[src/sv/lruk_pkg.sv]
// Package for the LRU-K frame replacer: sizes, codes and shared types.
// No dependencies.
`timescale 1ns / 1ps
`default_nettype none
package lruk_pkg;
  localparam int NumFrames = 64;
  localparam int KMax      = 4;
  localparam int FrameW    = $clog2(NumFrames);
  localparam int KW        = $clog2(KMax + 1);
  localparam int SlotW     = (KMax > 1) ? $clog2(KMax) : 1;
  localparam int HistDepth = NumFrames * KMax;
  localparam int HistAw    = $clog2(HistDepth);
  localparam int CountW    = $clog2(NumFrames + 1);
  localparam int TickW     = 48;

  localparam logic [1:0] ModeAccess = 2'd0;
  localparam logic [1:0] ModeSetEv  = 2'd1;
  localparam logic [1:0] ModeRemove = 2'd2;
  localparam logic [1:0] ModeEvict  = 2'd3;

  localparam logic [1:0] StOk       = 2'd0;
  localparam logic [1:0] StRange    = 2'd1;
  localparam logic [1:0] StPinned   = 2'd2;
  localparam logic [1:0] StNoVictim = 2'd3;

  // commands from controller to datapath
  typedef struct packed {
    logic load;      // capture request
    logic apply;     // perform access/set/remove update
    logic scan_rd;   // issue metadata read for idx_q
    logic scan_clr;  // reset the scan best registers
    logic evict;     // retire the chosen victim
    logic done;      // present the result
  } ctrl_t;

  typedef struct packed {
    logic last_idx;  // scan index at final frame
  } stat_t;
endpackage
`default_nettype wire

[src/sv/lruk_ctrl.sv]
// Controller state machine for the LRU-K frame replacer.
// Depends on lruk_pkg.
`timescale 1ns / 1ps
`default_nettype none
module lruk_ctrl (
  input  wire logic            clk_i,
  input  wire logic            rst_ni,
  input  wire logic            start_i,
  input  wire logic [1:0]      mode_i,
  input  wire lruk_pkg::stat_t stat_i,
  output lruk_pkg::ctrl_t      ctrl_o,
  output logic                 busy_o
);
  import lruk_pkg::*;

  typedef enum logic [2:0] {SIdle, SApply, SScan, SDrain, SWait, SEvict, SDone} state_e;
  state_e state_q;

  always_comb begin
    ctrl_o          = '0;
    ctrl_o.load     = start_i && !busy_o;
    ctrl_o.scan_clr = ctrl_o.load;
    unique case (state_q)
      SApply: ctrl_o.apply = 1'b1;
      SScan:  begin ctrl_o.scan_rd = 1'b1; end
      SEvict: ctrl_o.evict = 1'b1;
      SDone:  ctrl_o.done = 1'b1;
      default: ;
    endcase
  end

  always_ff @(posedge clk_i or negedge rst_ni) begin
    if (!rst_ni) begin
      state_q <= SIdle;
      busy_o  <= 1'b0;
    end else begin
      unique case (state_q)
        SIdle: if (start_i) begin
          state_q <= (mode_i == ModeEvict) ? SScan : SApply;
          busy_o  <= 1'b1;
        end
        SApply: state_q <= SDone;
        SScan:  if (stat_i.last_idx) state_q <= SDrain;
        SDrain: state_q <= SWait;
        SWait:  state_q <= SEvict;
        SEvict: state_q <= SDone;
        SDone: begin
          state_q <= SIdle;
          busy_o  <= 1'b0;
        end
        default: state_q <= SIdle;
      endcase
    end
  end
endmodule
`default_nettype wire

[config.mk]
export PLATFORM = sky130hd
export DESIGN_NAME = lruk_ctrl
export DESIGN_NICKNAME = d
export VERILOG_FILES = /design/src/sv/lruk_pkg.sv /design/src/sv/lruk_ctrl.sv
export SDC_FILE = /design/constraint.sdc
export NUM_CORES = 1
export LEC_CHECK = 0
export BUFFER_PORTS_ARGS = -buffer_cell sky130_fd_sc_hd__buf_2
export CAP_MARGIN = 10
export CORE_AREA = 2 2 39 41
export CTS_BUF_LIST = sky130_fd_sc_hd__clkbuf_2 sky130_fd_sc_hd__clkbuf_4 sky130_fd_sc_hd__clkbuf_8
export CTS_CLUSTER_SIZE = 8
export DETAILED_ROUTE_END_ITERATION = 10
export DIE_AREA = 0 0 41 43
export HOLD_SLACK_MARGIN = 0.1
export SYNTH_ARGS = -nofsm -noshare
export SYNTH_HDL_FRONTEND = slang
export SYNTH_SLANG_ARGS = --single-unit
[constraint.sdc]
create_clock -name clk_i -period 1.3 [get_ports clk_i]
set_clock_uncertainty 0.2 [all_clocks]
set_input_delay 0.26 -clock clk_i [delete_from_list [all_inputs] [get_ports clk_i]]
set_output_delay 0.26 -clock clk_i [all_outputs]
set_load 0.005 [all_outputs]
Yosys cells after proc, flatten, opt, wreduce, memory -nomap -nowiden
Index checks and enable logic that the tools add are counted.
{"block": "word_totals", "ff_bits": 4, "wordCells": 28, "out_inout_bits": 7}
{"block": "classes", "reduce_logical": 7, "eq_ne": 9, "mux": 10}
{"op": "$pmux 3 s5", "count": 1}
{"op": "$eq 3x3->1 const B", "count": 3}
{"op": "$eq 3x2->1 const B", "count": 2}
{"op": "$mux 3", "count": 2}
{"op": "$mux 1", "count": 5}
{"op": "$ne 2x2->1 const B", "count": 2}
{"op": "$reduce_and 2->1", "count": 2}
{"op": "$eq 3x1->1 const B", "count": 1}
{"op": "$logic_not 3->1", "count": 1}
{"op": "$eq 2x2->1 const B", "count": 1}
{"op": "$mux 2", "count": 1}
{"op": "$pmux 1 s2", "count": 1}
{"op": "$reduce_bool 2->1", "count": 1}
{"op": "$reduce_or 2->1", "count": 1}
{"op": "$logic_and 1x1->1", "count": 1}
{"op": "$logic_not 1->1", "count": 1}

Logic depth before layout (Yosys ltp)
{"block": "logic_depth", "depth_word": 4, "ltp_mapped": 2, "mapped_depth_nobuf": 2}

Worst setup path after synthesis
OpenSTA, ideal clock, no wires.
{"block": "synth_timing", "path_kind": "reg-to-reg", "from": "reg state_q[0]", "to": "reg busy_o", "setup_time_ns": 0.124, "slack_ns": 0.101, "n_path_buf": 0, "t_arrival_ns": 0.876, "period_less_slack_ns": 1.199, "path_stages_with_launch": 3, "cell_sequence": "dfrtp_1 -> nand2b_1 -> a211o_1"}
{"block": "synth_via", "elab_chain_cells": 3, "elab_cells_between_ends": 6}
{"item": "start, declared", "line": "lruk_ctrl.sv:17", "rtl": "state_e state_q;"}
{"item": "start signal, assigned", "line": "lruk_ctrl.sv:34", "rtl": "state_q <= SIdle;"}
{"item": "start signal, assigned", "line": "lruk_ctrl.sv:39", "rtl": "state_q <= (mode_i == ModeEvict) ? SScan : SApply;"}
{"item": "start signal, assigned", "line": "lruk_ctrl.sv:42", "rtl": "SApply: state_q <= SDone;"}
{"item": "$eq 3x3->1 / $logic_not 3->1 (equally long branches)", "line": "lruk_ctrl.sv:37", "rtl": "unique case (state_q)"}
{"item": "$reduce_bool 2->1 (no source line) / $ne 2x2->1 (equally long branches)"}
{"item": "$reduce_and 2->1 (no source line)"}
{"item": "end signal, assigned", "line": "lruk_ctrl.sv:35", "rtl": "busy_o <= 1'b0;"}
{"item": "end signal, assigned", "line": "lruk_ctrl.sv:40", "rtl": "busy_o <= 1'b1;"}
{"item": "end signal, assigned", "line": "lruk_ctrl.sv:49", "rtl": "busy_o <= 1'b0;"}
{"item": "end, declared", "line": "lruk_ctrl.sv:12", "rtl": "output logic busy_o"}
Several ways; a longest one is shown, not always the timed one.
A chain may end at the register's enable or synchronous reset.

==> out/qor.txt <==
DIE WIDTH: 41 µm
DR vias/cell: 4.177
Diode count: 0
Mapped cell area: 230.2 µm²
Number of fill cells in the layout: 154
GPL Wtd Cong: 0.7262
Share of cells above drive strength 1: 63.04%
Total power: 0.9434 mW
Internal: 0.6099 mW
Vias: 259
Switching power: 0.3335 mW
Worst-Skew Late Latency: 0.23 ns
DP Cell Count: 53
Core area: 1384 µm²
Critical Path Source Type: register
Yosys reg bits: 4
Crit-path max FO: 4
GR Overflow Total: 0
Die Ht: 43 µm
# rows: 14
Drt pass-1 iters: 1
Gate power share: 53.9%
Primary FF master, synth: dfrtp_1
Ys async rst share: 100.0%
Crit. End Element: output port
CTS Buf Count: 3
Power per cell area: 2231 nW/µm²
Die area: 1763 µm²
Post-synth EDFFs: 0
Leak: 0.2127 nW
Post-synthesis sequential area ratio: 43.48%
Run status: finished with violations
Worst-path clk slew: 0.04 ns
Worst Path Required: 0.84 ns
GRT Total Usage: 8.963%
TritonCTS clock tree: yes
FMAX: 0.6765 GHz
Layout area overhead: 83.70%
Min-delay worst type: input pin to async pin
I/O Pins: 13
Reg-to-Reg End: state_q[0]
Initial antenna violation count: 0
WP data arrival: 1.02 ns
Syn Nets: 30
Longest Clk Path Bufs: 2
Synth top area share: 43.48%
H-tree lvl count: 1
CP max stage delay: 0.44 ns
Max Cap Viol: 0
Slew Limit Fails: 0
Non-Filler Instances: 62
Minimum clock period: 1.478 ns
Core Util, Final: 30.56%
Pin count of the biggest net entering global routing: 9
Synth cell count leaders: dfrtp_1, nor2_1, a211o_1, nand2b_1, nor2b_1
Ranking of synthesized cells by area: dfrtp_1, a211o_1, nor2_1
Number of global-route vias before repair: 245
Global-route wire length before repair: 959 µm
Register share of total power: 30.2%
Area leader, netlist: dfrtp_1
Synth cell types: 15
Sink Count: 4
HPWL after DPL: 411.1 µm
Final Setup Violations: 8
RSZ-0062 raised after global routing: true
Worst VDD drop: 0.0007198 V
Initial cell density of the core: 16.64%
Clock power frac: 15.8%
Syn Inst Count: 24
Buf+Inv Stages, Crit Path: 1
Wirelength, routed: 588 µm
Net Sw Frac: 35.35%
Crit Path Class: register to output port
Avg Cell Area, Syn: 9.593 µm²
Port Buffers: 12
WP depth: 3
DRC viols: 0
Worst Setup EP: ctrl_o[1]
Reg2Reg Depth: 4
Crit-path leading delay family: flip-flops
Fin crit share: 113.7%
DRT iter0 DRCs: 0
Slew @ Worst Pin: 0.2595 ns
Reg-to-Reg Start: state_q[1]
Final setup margin: -0.1781 ns
Final ANT Viol Nets: 0
Setup TNS: -0.7272 ns
Worst path cell trace: nand2b_4, nor2_2, buf_2
Failing checks: negative setup slack
Final Hold Viols: 0
Fin nets: 54
Wire length per cell: 9.484 µm
Max transition margin: 82.46%
CP max-delay cell: dfrtp_2
Ys Warns: 0
Worst Setup SP: state_q[1]
Register-to-Register Setup Slack: -0.05 ns
CTS Root Cell: clkbuf_4
## worst register-to-register path, delay by kind of cell, from the launching register on
family,cells,cell delay [ns]
simple gates,1,0.12
buf+inv,2,0.26
compound gates,1,0.22
flops,1,0.44
## state kept, by name, summed over array words and instances, names as in the netlist
signal,count
busy_o,1
state_q,3
## worst min path at each step
| stage | start | to | slack [ns] | cells past startpoint |
|---|---|---|---|---|
| floorplan | rst_ni | busy_o | -0.24 | 0 |
| global placement | rst_ni | state_q[0] | -0.13 | 1 |
| detailed placement | rst_ni | state_q[0] | -0.13 | 1 |
| CTS | rst_ni | state_q[0] | 0.17 | 2 |
| global route | rst_ni | busy_o | 0.17 | 2 |
| finish | rst_ni | busy_o | 0.18 | 2 |
## per-layer routing
metal / global-route usage (%) / vias to the layer above / wire length, µm
li1: - / 132 / -
met1: 9.416 / 118 / 274
met2: 11.25 / 9 / 271
met3: 6.283 / 0 / 43
met4: 8.000 / 0 / 0
met5: 0 / - / 0
## power groups by stage
| stage | clock [mW] | combinational (mW) | sequential, mW |
|---|---|---|---|
| 6_report | 0.149 | 0.509 | 0.285 |
| 5_1_grt | 0.173 | 0.567 | 0.297 |
| 4_1_cts | 0.158 | 0.475 | 0.272 |
| 3_5_place_dp | 0 | 0.357 | 0.261 |
| 3_3_place_gp | 0 | 0.358 | 0.261 |
| 2_1_floorplan | 0 | 0.203 | 0.264 |
## cell families after synthesis
logic type	after synthesis	synth area share (%)
and+or+nand+nor	11	28.80
DFF	4	43.48
muxes	1	4.348
AOI/OAI and AO/OA	5	16.85
buffers and inverters	3	6.520
## per-stage QoR
step           setup WS, ns  hold WS, ns  area (µm²)
2_1_floorplan        0.1005      -0.2356       230.2
3_3_place_gp        0.05365      -0.1323       317.8
3_5_place_dp        0.03654      -0.1318       317.8
4_1_cts             -0.1857       0.1654       402.9
5_1_grt             -0.2318       0.1738       422.9
6_report            -0.1781       0.1770       422.9
## repair_timing
item | CTS | global route
buffers inserted | 3 | 1
endpoints found under the setup margin | 6 | 9
pin swaps | 2 | 1
gates resized for setup | 4 | 5
hold buffers | 2 | 0
hold endpoints to repair | 5 | 0
## cell type report
cell class / count / area [µm²] / share of cell area (%)
sequential: 4 / 102.6 / 24.26
clock buffer: 3 / 22.52 / 5.325
multi-input combinational: 17 / 137.6 / 32.54
tap: 16 / 20.02 / 4.734
timing repair buffer: 20 / 132.6 / 31.36
inverter: 2 / 7.507 / 1.775
## cells in the final DEF, fill, tap and decap left out, drive strengths merged
cell         count
a211o            2
a211oi           1
a31oi            1
buf             18
clkbuf           3
dfrtp            4
dlygate4sd3      2
inv              2
mux2i            1
nand2b           2
nor2             4
nor2b            2
nor3b            1
nor4b            1
nor4bb           1
o31ai            1
(Power assumes the default switching activity.)
